[config.mk]
export PLATFORM = sky130hd
export DESIGN_NAME = span_timer_with_loop_modes_unit
export DESIGN_NICKNAME = d
export VERILOG_FILES = /design/src/sv/stc_pkg.sv /design/src/sv/stc_alu.sv /design/src/sv/stc_core.sv /design/src/sv/span_timer_with_loop_modes_unit.sv
export SDC_FILE = /design/constraint.sdc
export NUM_CORES = 2
export LEC_CHECK = 0
export ABC_AREA = 0
export BUFFER_PORTS_ARGS = -buffer_cell sky130_fd_sc_hd__buf_4
export CAP_MARGIN = 20
export CELL_PAD_IN_SITES_DETAIL_PLACEMENT = 0
export CELL_PAD_IN_SITES_GLOBAL_PLACEMENT = 1
export CORE_MARGIN = 8
export CORE_UTILIZATION = 40
export CTS_CLUSTER_DIAMETER = 60
export DETAILED_ROUTE_END_ITERATION = 6
export PLACE_DENSITY_LB_ADDON = 0.12
export SLEW_MARGIN = 40
export SYNTH_ARGS = -nofsm -noshare
export SYNTH_HDL_FRONTEND = slang
export SYNTH_SLANG_ARGS = --single-unit
[constraint.sdc]
create_clock -name clock -period 7.59 [get_ports clock]
set_input_delay 1.518 -clock clock [delete_from_list [all_inputs] [get_ports clock]]
set_output_delay 1.518 -clock clock [all_outputs]
set_load 0.02 [all_outputs]
[src/sv/stc_pkg.sv]
// Shared types and constants of the span timer with loop modes.
package stc_pkg;

   // Width of the shared adder; holds any 64-bit operand sum exactly.
   localparam int ALU_W = 66;

   // Default width of the stored time.
   localparam int TIME_WIDTH_DEF = 32;

   // Play modes.
   localparam logic [2:0] MODE_NORMAL   = 3'd0;
   localparam logic [2:0] MODE_REVERSE  = 3'd1;
   localparam logic [2:0] MODE_CONT     = 3'd2;
   localparam logic [2:0] MODE_CONT_REV = 3'd3;
   localparam logic [2:0] MODE_LOOP     = 3'd4;
   localparam logic [2:0] MODE_LOOP_REV = 3'd5;
   localparam logic [2:0] MODE_PING     = 3'd6;

   // Configuration register indexes.
   localparam logic [1:0] REG_PLAY_MODE  = 2'd0;
   localparam logic [1:0] REG_SPAN_START = 2'd1;
   localparam logic [1:0] REG_SPAN_END   = 2'd2;
   localparam logic [1:0] REG_SPEED      = 2'd3;

   // Reset values of the configuration registers.
   localparam logic [2:0]        RST_PLAY_MODE  = MODE_NORMAL;
   localparam logic signed [31:0] RST_SPAN_START = 32'sd0;
   localparam logic signed [31:0] RST_SPAN_END   = 32'sd65536;
   localparam logic signed [15:0] RST_SPEED      = 16'sd256;

   typedef struct packed {
      logic [2:0]         play_mode;
      logic signed [31:0] span_start;
      logic signed [31:0] span_end;
      logic signed [15:0] speed;
   } cfg_type;

   typedef struct packed {
      logic       valid;
      logic [2:0] mode;
   } mode_wr_type;

   typedef struct packed {
      logic signed [ALU_W-1:0] a;
      logic signed [ALU_W-1:0] b;
      logic                    sub;
   } alu_req_type;

   typedef struct packed {
      logic signed [31:0] time_now;
      logic signed [31:0] reported_time;
      logic signed [15:0] cycle_count;
      logic [15:0]        spans_completed;
      logic [15:0]        wraps_in_step;
      logic               stopped;
      logic               moving_backward;
   } result_type;

endpackage

[src/sv/stc_alu.sv]
// Shared adder and subtractor with a saturated 64-bit view of the result.
module stc_alu import stc_pkg::*; (
   input  alu_req_type             req,
   output logic signed [ALU_W-1:0] sum,
   output logic signed [63:0]      sum_sat
);

   localparam logic signed [ALU_W-1:0] HI64 = {{(ALU_W-63){1'b0}}, {63{1'b1}}};
   localparam logic signed [ALU_W-1:0] LO64 = {{(ALU_W-63){1'b1}}, {63{1'b0}}};

   logic signed [ALU_W-1:0] b_eff;

   assign b_eff = req.sub ? ~req.b : req.b;
   assign sum   = req.a + b_eff + {{(ALU_W-1){1'b0}}, req.sub};

   always_comb begin
      if (sum > HI64) begin
         sum_sat = HI64[63:0];
      end else if (sum < LO64) begin
         sum_sat = LO64[63:0];
      end else begin
         sum_sat = sum[63:0];
      end
   end

endmodule

[src/sv/stc_core.sv]
// Sequencer and state of the span timer; the multiply, divide and time arithmetic goes through one shared adder.
module stc_core import stc_pkg::*; #(
   parameter int TIME_WIDTH = TIME_WIDTH_DEF
) (
   input  logic        clock,
   input  logic        reset,
   input  cfg_type     cfg,
   input  mode_wr_type mode_wr,
   input  logic        in_valid,
   output logic        in_ready,
   input  logic        in_action,
   input  logic [31:0] in_step,
   output logic        out_valid,
   input  logic        out_take,
   output result_type  out_result
);

   localparam logic [3:0] ST_IDLE  = 4'd0;
   localparam logic [3:0] ST_LEN   = 4'd1;
   localparam logic [3:0] ST_MUL   = 4'd2;
   localparam logic [3:0] ST_ADD   = 4'd3;
   localparam logic [3:0] ST_CMP   = 4'd4;
   localparam logic [3:0] ST_PP    = 4'd5;
   localparam logic [3:0] ST_DIV   = 4'd6;
   localparam logic [3:0] ST_POS   = 4'd7;
   localparam logic [3:0] ST_BASE  = 4'd8;
   localparam logic [3:0] ST_PLACE = 4'd9;
   localparam logic [3:0] ST_RBEG  = 4'd10;
   localparam logic [3:0] ST_RMUL  = 4'd11;
   localparam logic [3:0] ST_RNEG  = 4'd12;
   localparam logic [3:0] ST_DONE  = 4'd13;

   localparam logic [3:0] MUL_LAST = 4'd15;
   localparam logic [5:0] DIV_LAST = 6'd63;

   localparam logic [1:0] WSEL_P1 = 2'd0;
   localparam logic [1:0] WSEL_0  = 2'd1;
   localparam logic [1:0] WSEL_M1 = 2'd2;

   localparam logic signed [ALU_W-1:0] TW_HI =
      {{(ALU_W-TIME_WIDTH+1){1'b0}}, {(TIME_WIDTH-1){1'b1}}};
   localparam logic signed [ALU_W-1:0] TW_LO =
      {{(ALU_W-TIME_WIDTH+1){1'b1}}, {(TIME_WIDTH-1){1'b0}}};
   localparam logic signed [ALU_W-1:0] HI32 = {{(ALU_W-31){1'b0}}, {31{1'b1}}};
   localparam logic signed [ALU_W-1:0] LO32 = {{(ALU_W-31){1'b1}}, {31{1'b0}}};

   function automatic logic signed [TIME_WIDTH-1:0] clamp_tw(
      input logic signed [ALU_W-1:0] v);
      if (v > TW_HI) begin
         clamp_tw = TW_HI[TIME_WIDTH-1:0];
      end else if (v < TW_LO) begin
         clamp_tw = TW_LO[TIME_WIDTH-1:0];
      end else begin
         clamp_tw = v[TIME_WIDTH-1:0];
      end
   endfunction

   function automatic logic signed [31:0] clamp32(input logic signed [ALU_W-1:0] v);
      if (v > HI32) begin
         clamp32 = HI32[31:0];
      end else if (v < LO32) begin
         clamp32 = LO32[31:0];
      end else begin
         clamp32 = v[31:0];
      end
   endfunction

   function automatic logic signed [ALU_W-1:0] sx32(input logic signed [31:0] v);
      sx32 = {{(ALU_W-32){v[31]}}, v};
   endfunction

   function automatic logic [15:0] sat_spans(input logic [15:0] s, input logic [15:0] n);
      logic [16:0] t;
      t = {1'b0, s} + {1'b0, n};
      sat_spans = t[16] ? 16'hFFFF : t[15:0];
   endfunction

   function automatic logic signed [15:0] sat_cyc(input logic signed [15:0] c,
                                                 input logic [15:0] n,
                                                 input logic down);
      logic signed [17:0] v;
      v = down ? ({{2{c[15]}}, c} - {2'b00, n}) : ({{2{c[15]}}, c} + {2'b00, n});
      if (v > 18'sd32767) begin
         sat_cyc = 16'sh7FFF;
      end else if (v < -18'sd32768) begin
         sat_cyc = 16'sh8000;
      end else begin
         sat_cyc = v[15:0];
      end
   endfunction

   logic [3:0]                   st_ff, st_in;
   logic [5:0]                   cnt_ff, cnt_in;
   logic signed [TIME_WIDTH-1:0] cur_ff, cur_in;
   logic signed [15:0]           cyc_ff, cyc_in;
   logic                         dneg_ff, dneg_in;
   logic [15:0]                  spans_ff, spans_in;
   logic                         run_ff, run_in;
   logic                         act_ff, act_in;
   logic [31:0]                  step_ff, step_in;
   logic signed [32:0]           len_ff, len_in;
   logic signed [ALU_W-1:0]      acc_ff, acc_in;
   logic signed [63:0]           t_ff, t_in;
   logic [63:0]                  dvd_ff, dvd_in;
   logic [32:0]                  rem_ff, rem_in;
   logic [31:0]                  pos_ff, pos_in;
   logic                         usgn_ff, usgn_in;
   logic [15:0]                  wsat_ff, wsat_in;
   logic signed [31:0]           rep_ff, rep_in;

   alu_req_type             alu_req;
   logic signed [ALU_W-1:0] alu_sum;
   logic signed [63:0]      alu_sat;

   logic signed [ALU_W-1:0] cur_x;
   logic signed [ALU_W-1:0] t_x;
   logic signed [ALU_W-1:0] len_x;
   logic [15:0]             spd_mag;
   logic [15:0]             cyc_mag;
   logic                    step_neg;
   logic                    mul_bit;
   logic                    rmul_bit;
   logic [32:0]             rem_sh;
   logic                    qhi;
   logic [15:0]             q16;
   logic                    rnz;
   logic [1:0]              wsel;
   logic [15:0]             wsat_n;
   logic                    wodd_n;
   logic                    cont_mode;

   stc_alu u_alu (
      .req     (alu_req),
      .sum     (alu_sum),
      .sum_sat (alu_sat)
   );

   assign cur_x     = {{(ALU_W-TIME_WIDTH){cur_ff[TIME_WIDTH-1]}}, cur_ff};
   assign t_x       = {{(ALU_W-64){t_ff[63]}}, t_ff};
   assign len_x     = {{(ALU_W-33){len_ff[32]}}, len_ff};
   assign spd_mag   = cfg.speed[15] ? 16'(-cfg.speed) : cfg.speed;
   assign cyc_mag   = cyc_ff[15] ? 16'(-cyc_ff) : cyc_ff;
   assign step_neg  = cfg.speed[15] ^ dneg_ff;
   assign mul_bit   = spd_mag[MUL_LAST - cnt_ff[3:0]];
   assign rmul_bit  = cyc_mag[MUL_LAST - cnt_ff[3:0]];
   assign rem_sh    = {rem_ff[31:0], dvd_ff[63]};
   assign qhi       = |dvd_ff[63:16];
   assign q16       = dvd_ff[15:0];
   assign rnz       = |rem_ff[31:0];
   assign cont_mode = (cfg.play_mode == MODE_CONT) || (cfg.play_mode == MODE_CONT_REV);

   // Wrap count of the finished division, saturated, and its parity.
   always_comb begin
      if (cfg.play_mode != MODE_PING) begin
         wsel = WSEL_P1;
      end else if (!usgn_ff) begin
         wsel = rnz ? WSEL_0 : WSEL_M1;
      end else begin
         wsel = rnz ? WSEL_P1 : WSEL_0;
      end
      case (wsel)
         WSEL_P1: begin
            wsat_n = (qhi || (&q16)) ? 16'hFFFF : q16 + 16'd1;
            wodd_n = ~dvd_ff[0];
         end
         WSEL_0: begin
            wsat_n = qhi ? 16'hFFFF : q16;
            wodd_n = dvd_ff[0];
         end
         default: begin
            // A single reflection that lands exactly on the end still counts once.
            if (!qhi && (q16 == 16'd1)) begin
               wsat_n = 16'd1;
               wodd_n = 1'b1;
            end else begin
               wsat_n = qhi ? 16'hFFFF : q16 - 16'd1;
               wodd_n = ~dvd_ff[0];
            end
         end
      endcase
   end

   always_comb begin
      st_in    = st_ff;
      cnt_in   = cnt_ff;
      cur_in   = cur_ff;
      cyc_in   = cyc_ff;
      dneg_in  = dneg_ff;
      spans_in = spans_ff;
      run_in   = run_ff;
      act_in   = act_ff;
      step_in  = step_ff;
      len_in   = len_ff;
      acc_in   = acc_ff;
      t_in     = t_ff;
      dvd_in   = dvd_ff;
      rem_in   = rem_ff;
      pos_in   = pos_ff;
      usgn_in  = usgn_ff;
      wsat_in  = wsat_ff;
      rep_in   = rep_ff;
      alu_req  = '0;

      case (st_ff)
         ST_IDLE: begin
            if (in_valid) begin
               act_in  = in_action;
               step_in = in_step;
               st_in   = ST_LEN;
            end
         end
         ST_LEN: begin
            alu_req.a   = sx32(cfg.span_end);
            alu_req.b   = sx32(cfg.span_start);
            alu_req.sub = 1'b1;
            len_in      = alu_sum[32:0];
            wsat_in     = '0;
            acc_in      = '0;
            cnt_in      = '0;
            st_in       = ST_RBEG;
            if (!act_ff) begin
               cur_in   = clamp_tw(sx32(dneg_ff ? cfg.span_end : cfg.span_start));
               cyc_in   = '0;
               spans_in = '0;
               run_in   = 1'b1;
            end else if (run_ff && (step_ff != '0)) begin
               if (alu_sum[ALU_W-1] || (alu_sum == '0)) begin
                  run_in = 1'b0;
               end else begin
                  st_in = ST_MUL;
               end
            end
         end
         ST_MUL: begin
            alu_req.a = {acc_ff[ALU_W-2:0], 1'b0};
            alu_req.b = mul_bit ? {{(ALU_W-32){1'b0}}, step_ff} : '0;
            acc_in    = alu_sum;
            cnt_in    = cnt_ff + 6'd1;
            if (cnt_ff[3:0] == MUL_LAST) begin
               st_in = ST_ADD;
            end
         end
         ST_ADD: begin
            alu_req.a   = cur_x;
            alu_req.b   = {{(ALU_W-40){1'b0}}, acc_ff[47:8]};
            alu_req.sub = step_neg;
            t_in        = alu_sat;
            st_in       = ST_CMP;
         end
         ST_CMP: begin
            alu_req.sub = 1'b1;
            rem_in      = '0;
            cnt_in      = '0;
            st_in       = ST_PLACE;
            case (cfg.play_mode)
               MODE_NORMAL: begin
                  alu_req.a = t_x;
                  alu_req.b = sx32(cfg.span_end);
                  if (!alu_sum[ALU_W-1]) begin
                     t_in     = {{32{cfg.span_end[31]}}, cfg.span_end};
                     cyc_in   = 16'sd1;
                     spans_in = sat_spans(spans_ff, 16'd1);
                     run_in   = 1'b0;
                  end
               end
               MODE_REVERSE: begin
                  alu_req.a = t_x;
                  alu_req.b = sx32(cfg.span_start);
                  if (alu_sum[ALU_W-1]) begin
                     t_in     = {{32{cfg.span_start[31]}}, cfg.span_start};
                     cyc_in   = -16'sd1;
                     spans_in = sat_spans(spans_ff, 16'd1);
                     run_in   = 1'b0;
                  end
               end
               MODE_CONT, MODE_LOOP: begin
                  alu_req.a = t_x;
                  alu_req.b = sx32(cfg.span_end);
                  dvd_in    = alu_sat;
                  if (!alu_sum[ALU_W-1]) begin
                     st_in = ST_DIV;
                  end
               end
               MODE_CONT_REV, MODE_LOOP_REV: begin
                  alu_req.a = sx32(cfg.span_start);
                  alu_req.b = t_x;
                  dvd_in    = alu_sat;
                  if (!alu_sum[ALU_W-1]) begin
                     st_in = ST_DIV;
                  end
               end
               MODE_PING: begin
                  alu_req.a = t_x;
                  alu_req.b = sx32(cfg.span_start);
                  dvd_in    = alu_sat;
                  usgn_in   = alu_sum[ALU_W-1];
                  st_in     = ST_PP;
               end
               default: begin
                  st_in = ST_PLACE;
               end
            endcase
         end
         ST_PP: begin
            // Inside the span nothing happens; below it the distance is negated.
            alu_req.sub = 1'b1;
            if (usgn_ff) begin
               alu_req.a = '0;
               alu_req.b = {{(ALU_W-64){dvd_ff[63]}}, dvd_ff};
               dvd_in    = alu_sum[63:0];
               st_in     = ST_DIV;
            end else begin
               alu_req.a = {{(ALU_W-64){dvd_ff[63]}}, dvd_ff};
               alu_req.b = len_x;
               st_in     = alu_sum[ALU_W-1] ? ST_PLACE : ST_DIV;
            end
         end
         ST_DIV: begin
            alu_req.a   = {{(ALU_W-33){1'b0}}, rem_sh};
            alu_req.b   = len_x;
            alu_req.sub = 1'b1;
            rem_in      = alu_sum[ALU_W-1] ? rem_sh : alu_sum[32:0];
            dvd_in      = {dvd_ff[62:0], ~alu_sum[ALU_W-1]};
            cnt_in      = cnt_ff + 6'd1;
            if (cnt_ff == DIV_LAST) begin
               st_in = ST_POS;
            end
         end
         ST_POS: begin
            alu_req.a   = len_x;
            alu_req.b   = {{(ALU_W-32){1'b0}}, rem_ff[31:0]};
            alu_req.sub = 1'b1;
            wsat_in     = wsat_n;
            spans_in    = sat_spans(spans_ff, wsat_n);
            pos_in      = rem_ff[31:0];
            if (cfg.play_mode == MODE_CONT) begin
               cyc_in = sat_cyc(cyc_ff, wsat_n, 1'b0);
            end else if (cfg.play_mode == MODE_CONT_REV) begin
               cyc_in = sat_cyc(cyc_ff, wsat_n, 1'b1);
            end else if (cfg.play_mode == MODE_PING) begin
               if (wodd_n) begin
                  dneg_in = ~dneg_ff;
               end
               if (rnz) begin
                  pos_in = dvd_ff[0] ? alu_sum[31:0] : rem_ff[31:0];
               end else begin
                  pos_in = dvd_ff[0] ? len_ff[31:0] : '0;
               end
            end
            st_in = ST_BASE;
         end
         ST_BASE: begin
            if ((cfg.play_mode == MODE_CONT_REV) || (cfg.play_mode == MODE_LOOP_REV)) begin
               alu_req.a   = sx32(cfg.span_end);
               alu_req.sub = 1'b1;
            end else begin
               alu_req.a = sx32(cfg.span_start);
            end
            alu_req.b = {{(ALU_W-32){1'b0}}, pos_ff};
            t_in      = alu_sum[63:0];
            st_in     = ST_PLACE;
         end
         ST_PLACE: begin
            cur_in = clamp_tw(t_x);
            acc_in = '0;
            cnt_in = '0;
            st_in  = ST_RBEG;
         end
         ST_RBEG: begin
            if (cont_mode) begin
               st_in = ST_RMUL;
            end else begin
               rep_in = clamp32(cur_x);
               st_in  = ST_DONE;
            end
         end
         ST_RMUL: begin
            alu_req.a = {acc_ff[ALU_W-2:0], 1'b0};
            alu_req.b = rmul_bit ? len_x : '0;
            acc_in    = alu_sum;
            cnt_in    = cnt_ff + 6'd1;
            if (cnt_ff[3:0] == MUL_LAST) begin
               st_in = ST_RNEG;
            end
         end
         ST_RNEG: begin
            alu_req.a   = cur_x;
            alu_req.b   = acc_ff;
            alu_req.sub = cyc_ff[15];
            rep_in      = clamp32(alu_sum);
            st_in       = ST_DONE;
         end
         ST_DONE: begin
            if (out_take) begin
               st_in = ST_IDLE;
            end
         end
         default: begin
            st_in = ST_IDLE;
         end
      endcase

      // A play mode write sets the direction; the user must issue it only while idle, the core does not enforce this.
      if (mode_wr.valid) begin
         dneg_in = mode_wr.mode inside {MODE_REVERSE, MODE_CONT_REV, MODE_LOOP_REV};
      end
   end

   always_ff @(posedge clock) begin
      if (reset) begin
         st_ff    <= ST_IDLE;
         cnt_ff   <= '0;
         cur_ff   <= '0;
         cyc_ff   <= '0;
         dneg_ff  <= 1'b0;
         spans_ff <= '0;
         run_ff   <= 1'b0;
      end else begin
         st_ff    <= st_in;
         cnt_ff   <= cnt_in;
         cur_ff   <= cur_in;
         cyc_ff   <= cyc_in;
         dneg_ff  <= dneg_in;
         spans_ff <= spans_in;
         run_ff   <= run_in;
      end
   end

   always_ff @(posedge clock) begin
      act_ff  <= act_in;
      step_ff <= step_in;
      len_ff  <= len_in;
      acc_ff  <= acc_in;
      t_ff    <= t_in;
      dvd_ff  <= dvd_in;
      rem_ff  <= rem_in;
      pos_ff  <= pos_in;
      usgn_ff <= usgn_in;
      wsat_ff <= wsat_in;
      rep_ff  <= rep_in;
   end

   assign in_ready  = (st_ff == ST_IDLE);
   assign out_valid = (st_ff == ST_DONE);

   assign out_result.time_now        = clamp32(cur_x);
   assign out_result.reported_time   = rep_ff;
   assign out_result.cycle_count     = cyc_ff;
   assign out_result.spans_completed = spans_ff;
   assign out_result.wraps_in_step   = wsat_ff;
   assign out_result.stopped         = ~run_ff;
   assign out_result.moving_backward = dneg_ff;

endmodule

[src/sv/span_timer_with_loop_modes_unit.sv]
// Top level of the span timer with loop modes: ports, configuration registers, result register.
//
//   Channel   Direction  Handshake              Carries
//   req_*     in         req_tvalid/req_tready  one request: start or advance by a step
//   rsp_*     out        rsp_tvalid/rsp_tready  one result per request
//   csr_*     in         csr_valid/csr_ready    configuration register writes
//
// A request runs through a sequencer that drives a single 66-bit adder. A start request
// puts the time on its starting edge; an advance scales the step by the speed in a
// shift-add loop, and a wrap or reflection adds a bit-serial division on the same adder.
// Continue modes add a shift-add product for the reported time. Reset is synchronous and
// clears the timer state and the configuration registers. The result register decouples
// the sides: a new request is accepted while a finished result still waits on a stalled
// rsp_tready.
module span_timer_with_loop_modes_unit import stc_pkg::*; #(
   parameter int TIME_WIDTH = TIME_WIDTH_DEF
) (
   input  logic         clock,
   input  logic         reset,
   // Request channel.
   input  logic         req_tvalid,
   output logic         req_tready,
   input  logic [31:0]  req_tdata,   // [31:0] step_delta
   input  logic         req_tuser,   // [0] action: 0 start, 1 advance
   // Result channel.
   output logic         rsp_tvalid,
   input  logic         rsp_tready,
   output logic [119:0] rsp_tdata,   // [31:0] time_now, [63:32] reported_time,
                                     // [79:64] cycle_count, [95:80] spans_completed,
                                     // [111:96] wraps_in_step, [112] stopped,
                                     // [113] moving_backward, [119:114] zero
   // Configuration write channel.
   input  logic         csr_valid,
   output logic         csr_ready,
   input  logic [1:0]   csr_index,
   input  logic [31:0]  csr_wdata
);

   cfg_type     cfg_ff, cfg_in;
   mode_wr_type mode_wr;
   logic        csr_write;

   logic        rsp_valid_ff, rsp_valid_in;
   result_type  rsp_data_ff, rsp_data_in;

   logic        core_in_ready;
   logic        core_out_valid;
   logic        core_take;
   result_type  core_result;

   // Always writable; the user must issue writes only while the timer is idle; not enforced.
   assign csr_ready = 1'b1;
   assign csr_write = csr_valid & csr_ready;

   always_comb begin
      cfg_in = cfg_ff;
      if (csr_write) begin
         case (csr_index)
            REG_PLAY_MODE:  cfg_in.play_mode  = csr_wdata[2:0];
            REG_SPAN_START: cfg_in.span_start = csr_wdata;
            REG_SPAN_END:   cfg_in.span_end   = csr_wdata;
            REG_SPEED:      cfg_in.speed      = csr_wdata[15:0];
            default:        cfg_in = cfg_ff;
         endcase
      end
   end

   // The direction flag lives in the core and follows every play mode write.
   assign mode_wr.valid = csr_write && (csr_index == REG_PLAY_MODE);
   assign mode_wr.mode  = csr_wdata[2:0];

   always_ff @(posedge clock) begin
      if (reset) begin
         cfg_ff.play_mode  <= RST_PLAY_MODE;
         cfg_ff.span_start <= RST_SPAN_START;
         cfg_ff.span_end   <= RST_SPAN_END;
         cfg_ff.speed      <= RST_SPEED;
      end else begin
         cfg_ff <= cfg_in;
      end
   end

   stc_core #(
      .TIME_WIDTH (TIME_WIDTH)
   ) u_core (
      .clock      (clock),
      .reset      (reset),
      .cfg        (cfg_ff),
      .mode_wr    (mode_wr),
      .in_valid   (req_tvalid),
      .in_ready   (core_in_ready),
      .in_action  (req_tuser),
      .in_step    (req_tdata),
      .out_valid  (core_out_valid),
      .out_take   (core_take),
      .out_result (core_result)
   );

   assign req_tready = core_in_ready;

   // The core hands its result over as soon as the result register is free or drains.
   assign core_take = core_out_valid && (!rsp_valid_ff || rsp_tready);

   always_comb begin
      rsp_valid_in = rsp_valid_ff;
      rsp_data_in  = rsp_data_ff;
      if (core_take) begin
         rsp_valid_in = 1'b1;
         rsp_data_in  = core_result;
      end else if (rsp_tready) begin
         rsp_valid_in = 1'b0;
      end
   end

   always_ff @(posedge clock) begin
      if (reset) begin
         rsp_valid_ff <= 1'b0;
      end else begin
         rsp_valid_ff <= rsp_valid_in;
      end
   end

   always_ff @(posedge clock) begin
      rsp_data_ff <= rsp_data_in;
   end

   assign rsp_tvalid = rsp_valid_ff;
   assign rsp_tdata  = {6'b0,
                        rsp_data_ff.moving_backward,
                        rsp_data_ff.stopped,
                        rsp_data_ff.wraps_in_step,
                        rsp_data_ff.spans_completed,
                        rsp_data_ff.cycle_count,
                        rsp_data_ff.reported_time,
                        rsp_data_ff.time_now};

endmodule

# Word-level counts from Yosys, hierarchy flattened
# Index checks and enable logic that the tools add are counted.
# totals
ff_bits,647
out_inout_bits,123
in_bits,72
wordCells,274
# classes
addsub,12
bitwise_logic,6
reduce_logical,60
magnitude_cmp,15
n_eq_ne,47
mux,104
# ops
op,n
132-bit case mux with 10 select lines,1
32-bit two-way mux,19
132-bit case mux with 3 select lines,1
64-bit two-way mux,6
64-bit case mux with 3 select lines,2
16-bit two-way mux,19
66-bit two-way mux,3
32-bit case mux with 2 select lines,3
132-bit two-way mux,1
66-bit case mux with 2 select lines,1
16-bit case mux with 2 select lines,4
64-bit case mux with 2 select lines,1
16-bit case mux with 3 select lines,2
66-bit by 1-bit adder with 66-bit output,1
66-bit adder,1
66-bit by 32-bit > comparator with 1-bit output (second input constant),1
66-bit by 64-bit > comparator with 1-bit output (second input constant),1
66-bit zero test,1
66-bit by 32-bit < comparator with 1-bit output (second input constant),1
66-bit by 64-bit < comparator with 1-bit output (second input constant),1
66-bit inverter,1
32-bit > comparator (second input constant),2
64-bit by 32-bit > comparator with 1-bit output (second input constant),1
32-bit < comparator (second input constant),2
other kinds (62),168

# Longest topological paths before layout
# logic_depth
word_depth,16
mapped_depth,36
depth_no_buf,30

# Cells and area by module
# From an unflattened synthesis, not the netlist that was laid out.
# hier_totals
hier_cells,4615
hier_area_um2,43051.3
# by_module_without_submodules
module,n_inst,cells_per_inst,area_per_inst_um2
stc_core,1,3399,30780.8
span_timer_with_loop_modes_unit,1,441,6925.4
stc_alu,1,775,5345.1

# Worst setup path after synthesis
# No wires, ideal clock.
# synth_path
kind,flip-flop to flip-flop
from,register u_core.st_ff[2]
to,register u_core.t_ff[0] (enable)
setup_slack_ns,-0.522
period_less_slack_ns,8.112
setup_ns,0.433
arrival_time_ns,7.679
path_stages_with_launch,26
path_buffers,6
t_required_ns,7.157
path_cell_list,dfxtp_1 -> clkbuf_1 -> clkbuf_1 -> nand3_1 -> inv_1 -> clkbuf_1 -> clkbuf_1 -> clkbuf_1 -> a222oi_1 -> nand4_1 -> ha_1 -> clkbuf_1 -> a21oi_1 -> o21a_1 -> o21ai_0 -> a21bo_2 -> a21oi_1 -> o21ai_0 -> a21oi_1 -> o211ai_1 -> o21ba_2 -> o21a_1 -> nor2_1 -> xnor3_1 -> o21ai_0 -> o31a_1
# synth_between
elab_chain_len,8
# synth_rtl
element,line_no,source
"start, declared",stc_core.sv:92,"logic [3:0] st_ff, st_in;"
"start signal, assigned",stc_core.sv:419,st_ff <= st_in;
4-bit by 1-bit == test with 1-bit output (tied with other cells),stc_core.sv:204,case (st_ff)
5-bit OR reduction (no line) or 132-bit case mux with 10 select lines (tied branches),-,
1-bit case mux with 4 select lines or 66-bit inverter (tied branches),"stc_core.sv:204, stc_alu.sv:13",
66-bit two-way mux,stc_alu.sv:13,assign b_eff = req.sub ? ~req.b : req.b;
66-bit adder,stc_alu.sv:14,"assign sum = req.a + b_eff + {{(ALU_W-1){1'b0}}, req.sub};"
66-bit by 1-bit adder with 66-bit output,stc_alu.sv:14,
3-bit by 2-bit != test with 1-bit output (no line) or 3-bit != test (tied branches),-,
4-bit AND reduction (no line) *,-,
"end signal, assigned",stc_core.sv:434,t_ff <= t_in;
"end, declared",stc_core.sv:103,"logic signed [63:0] t_ff, t_in;"
# Every way passes the cells marked *; elsewhere a longest branch is shown, timed or not.
# A chain may end at the register's enable or synchronous reset.

# Worst setup path in the final report
# layout_path
from,register u_core.cyc_ff[5]
to,register u_core.st_ff[3]
# layout_between
elab_chain_len,16
# layout_rtl
element,line_no,source
"start, declared",stc_core.sv:95,"logic signed [15:0] cyc_ff, cyc_in;"
"start signal, assigned",stc_core.sv:422,cyc_ff <= cyc_in;
16-bit negation,stc_core.sv:142,assign cyc_mag = cyc_ff[15] ? 16'(-cyc_ff) : cyc_ff;
16-bit two-way mux *,stc_core.sv:142,
1-bit binary-select mux with 4-bit select *,stc_core.sv:145,assign rmul_bit = cyc_mag[MUL_LAST - cnt_ff[3:0]];
1-bit two-way mux (implied by the code) *,stc_core.sv:145,
66-bit two-way mux *,stc_core.sv:379,alu_req.b = rmul_bit ? len_x : '0;
132-bit case mux with 10 select lines *,stc_core.sv:204,
66-bit inverter,stc_alu.sv:13,
66-bit two-way mux *,stc_alu.sv:13,
66-bit adder *,stc_alu.sv:14,
66-bit by 1-bit adder with 66-bit output *,stc_alu.sv:14,
named net u_core.alu_sum[10],stc_core.sv:112,logic signed [ALU_W-1:0] alu_sum;
66-bit zero test *,stc_core.sv:227,if (alu_sum[ALU_W-1] || (alu_sum == '0)) begin
1-bit logical OR *,stc_core.sv:227,
4-bit two-way mux *,stc_core.sv:227,
4-bit two-way mux *,stc_core.sv:226,end else if (run_ff && (step_ff != '0)) begin
4-bit two-way mux *,stc_core.sv:221,if (!act_ff) begin
4-bit case mux with 14 select lines *,stc_core.sv:204,
# The timed path passes the listed nets; every way through them passes the cells marked *. The select of a mux whose other input is x is not followed.

==> results.sh <==
export IMPL_switching_power_uw=13700
export IMPL_avgSynthCellArea_um2=8.57
export IMPL_synth_main_ff_cell="edfxtp_1"
export IMPL_grt_max_degree=87
export IMPL_endpoint_kind="flop"
export IMPL_grt_overflow_total=0
export IMPL_seq_power_share_pct=22.3
export IMPL_maxSlewViolCount=0
export IMPL_arrival_ns=8.45
export IMPL_boundaryPins=195
export IMPL_start_util_pct=40.4
export IMPL_die_w_um=348
export IMPL_dieArea_mm2=0.121
export IMPL_worstSetupPathType="reg2reg"
export IMPL_path_max_fanout=5
export IMPL_cts_buffers=86
export IMPL_vias_per_cell=6.47
export IMPL_holdWs_ns=0.418
export IMPL_wirelength_mm=231
export IMPL_crit_slowest_cell="or4_4"
export IMPL_hp_class="reg2reg"
export IMPL_min_period_over_period_pct=104
export IMPL_hold_viol=0
export IMPL_layout_min_cycle_time_ns=7.87
export IMPL_peakVddDrop_uv=456
export IMPL_synth_cell_types=97
export IMPL_tightestPinTransition_ns=0.948
export IMPL_yosysWarnings=0
export IMPL_cts_clk_slew_worst_paths_ns=0.06
export IMPL_fin_skew_ns=0.0374
export IMPL_dr_pass1_iters=7
export IMPL_dpl_hpwl_mm=169
export IMPL_clockBufferDepth=3
export IMPL_ys_seq_area_share_pct=40.5
export IMPL_holdBufCountCts=0
export IMPL_power_frac_clock_pct=14.4
export IMPL_p_total_uw=28700
export IMPL_dp_cells=7021
export IMPL_final_antenna_net_count=0
export IMPL_crit_family="simple AND/OR/NAND/NOR gates"
export IMPL_finalSetupViolCount=14
export IMPL_nets=5946
export IMPL_cpPeakStageDelay_ns=0.57
export IMPL_p_per_area_mw_per_mm2=507
export IMPL_synth_top_cell_area_share_pct=33.2
export IMPL_crit_top_cell="buf_4"
export IMPL_grt_usage_pct=35.7
export IMPL_rows=121
export IMPL_netlist_area_mm2=0.0440
export IMPL_core_area_mm2=0.109
export IMPL_netlist_top_cell_by_area="edfxtp_1"
export IMPL_first_iter_violations=6555
export IMPL_drc=4
export IMPL_grt_setup_unrepaired="yes"
export IMPL_grt_pass1_wl_mm=322
export IMPL_htree_levels=3
export IMPL_yosysMostFrequentCell="nand2_1"
export IMPL_synth_area_leaders="edfxtp_1 33%, a21oi_1 7.4%, dfxtp_1 7.3%, nand2_1 6.9%, clkbuf_1 3.5%"
export IMPL_synthToLayoutAreaGrowth_pct=28.7
export IMPL_final_cells=7239
export IMPL_pwr_share_comb_pct=63.3
export IMPL_routabilityCongestion=1.02
export IMPL_fmax_ghz=0.127
export IMPL_timing_critical_path_buf_inv=5
export IMPL_antenna_found_initial=7
export IMPL_insertion_delay_ns=0.70
export IMPL_synth_edf_count=487
export IMPL_worst_slack_ns=-0.283
export IMPL_violations="DRC, setup timing"
export IMPL_outcome="complete, but fails checks"
export IMPL_async_flop_share_pct=0
export IMPL_root_buffer="clkbuf_16"
export IMPL_drive_gt1_share_pct=24.2
export IMPL_vias=46800
export IMPL_p_sw_share_pct=47.7
export IMPL_grt_pass1_vias=44000
export IMPL_wl_per_cell_um=31.9
export IMPL_synth_seq_cells=647
export IMPL_start_kind="flop"
export IMPL_fin_setup_tns_ns=-0.827
export IMPL_p_leak_uw=0.0215
export IMPL_clock_sinks=647
export IMPL_netlist_instances=5134
export IMPL_cts_tree="done"
export IMPL_drv_cap=0
export IMPL_synthTopCellsByCount="803 x nand2_1, 654 x a21oi_1, 487 x edfxtp_1"
export IMPL_p_int_uw=15000
export IMPL_relSlewSlack_pct=36.3
export IMPL_critPathRequiredTime_ns=8.16
export IMPL_port_buffers=187
export IMPL_die_y_um=348
registers in the layout, indices dropped and copies added (netlist names), 32 cells and up:
signal and cells:
u_core.acc_ff 66, u_core.cur_ff 32, u_core.rep_ff 32, u_core.len_ff 33, rsp_tdata 114, u_core.rem_ff 32, u_core.pos_ff 32, u_core.dvd_ff 64
cfg_ff 83, u_core.t_ff 64, u_core.step_ff 32
power groups by stage:
stage	registers (µW)	clock network, µW	logic, µW
final	6400	4140	18200
after global routing	6390	4310	19000
after CTS	6290	4190	16400
after detailed placement	6350	0	16200
after global placement	6370	0	16000
after floorplan	5860	0	8480
worst reg2reg max path, delay by kind of cell, from the launching register on:
family,cells,cell delay (ns)
and+or+nand+nor,13,4.16
AOI/OAI and AO/OA,8,1.65
buffers and inverters,5,0.81
adders and majority gates,1,0.40
DFF,1,0.33
xor gates and xnor gates,3,0.45
through the flow:
stage | cell area [µm²] | utilization [%] | worst slack [ns]
6_report | 56600 | 51.9 | -0.283
5_1_grt | 56600 | 51.9 | -0.536
4_1_cts | 55000 | 50.4 | -0.270
3_5_place_dp | 51900 | 47.6 | -0.795
3_3_place_gp | 51800 | 47.5 | -0.898
2_1_floorplan | 44000 | - | 0.0923
layout make-up:
cell class                 count  area [µm²]
clock inverter                56         574
antenna                        3        7.51
sequential                   647       17800
clock buffer                 105        2250
tap                         1414        1770
inverter                      96         363
multi-input combinational   3922       25500
timing repair buffer         996        8360
fill                       10400       52400
cell usage in the layout, fill, tap and decap left out, types with 26 or more instances in the layout:
| cell | n |
|---|---|
| inv_1 | 92 |
| buf_12 | 43 |
| xnor2_1 | 149 |
| and3_1 | 31 |
| xor2_1 | 37 |
| nand3_1 | 98 |
| a22oi_1 | 106 |
| o211ai_1 | 112 |
| nor4_1 | 52 |
| a222oi_1 | 67 |
| a211oi_1 | 32 |
| a211o_1 | 49 |
| and2_1 | 53 |
| nand4_1 | 90 |
| a21o_1 | 53 |
| edfxtp_1 | 487 |
| clkbuf_16 | 99 |
| nor2_1 | 331 |
| nor3_1 | 70 |
| ha_1 | 119 |
| a21oi_1 | 621 |
| a221oi_1 | 73 |
| nand2_1 | 792 |
| buf_4 | 919 |
| nand2b_1 | 26 |
| o21ai_0 | 236 |
| mux2i_1 | 116 |
| a21oi_2 | 26 |
| dfxtp_1 | 155 |
| a221o_1 | 64 |
path summary, 6_finish.rpt:
| check | start | slack [ns] | cells after the start | end |
|---|---|---|---|---|
| max | u_core.cyc_ff[5]$_SDFFE_PP0P_ | -0.28 | 30 | u_core.st_ff[3]$_SDFFE_PP0P_ |
| min | u_core.wsat_ff[2]$_SDFFCE_PN0P_ | 0.42 | 0 | rsp_tdata[98]$_DFFE_PP_ |
| max reg2reg | u_core.cyc_ff[5]$_SDFFE_PP0P_ | -0.28 | 30 | u_core.st_ff[3]$_SDFFE_PP0P_ |
| min reg2reg | u_core.wsat_ff[2]$_SDFFCE_PN0P_ | 0.42 | 0 | rsp_tdata[98]$_DFFE_PP_ |
logic make-up (layout without fill, tap and decap cells):
kind of cell	after synthesis	count (layout)	synth area share [%]
other	2	10	0.0171
xor gates and xnor gates	199	199	4.03
DFF	647	647	40.5
muxes	135	135	3.13
buffers and inverters	570	1253	4.98
AOI/OAI and AO/OA	1742	1742	26.0
adders and majority gates	125	125	3.62
and+or+nand+nor	1714	1714	17.7
layer usage:
layer / GRT usage (%) / vias up / routed length [µm]
met5: 0 / - / 50
li1: - / 20500 / -
met3: 7.26 / 728 / 23300
met4: 21.4 / 6 / 17900
met1: 45.5 / 22700 / 88700
met2: 55.9 / 2871 / 101000
what timing repair did:
action / in CTS / in global routing
buffers inserted: 11 / 28
pin swaps: 12 / 64
gates resized for setup: 47 / 230
setup endpoints to repair: 232 / 284
gates cloned: 0 / 15
Power figures use the tool's default switching activity.
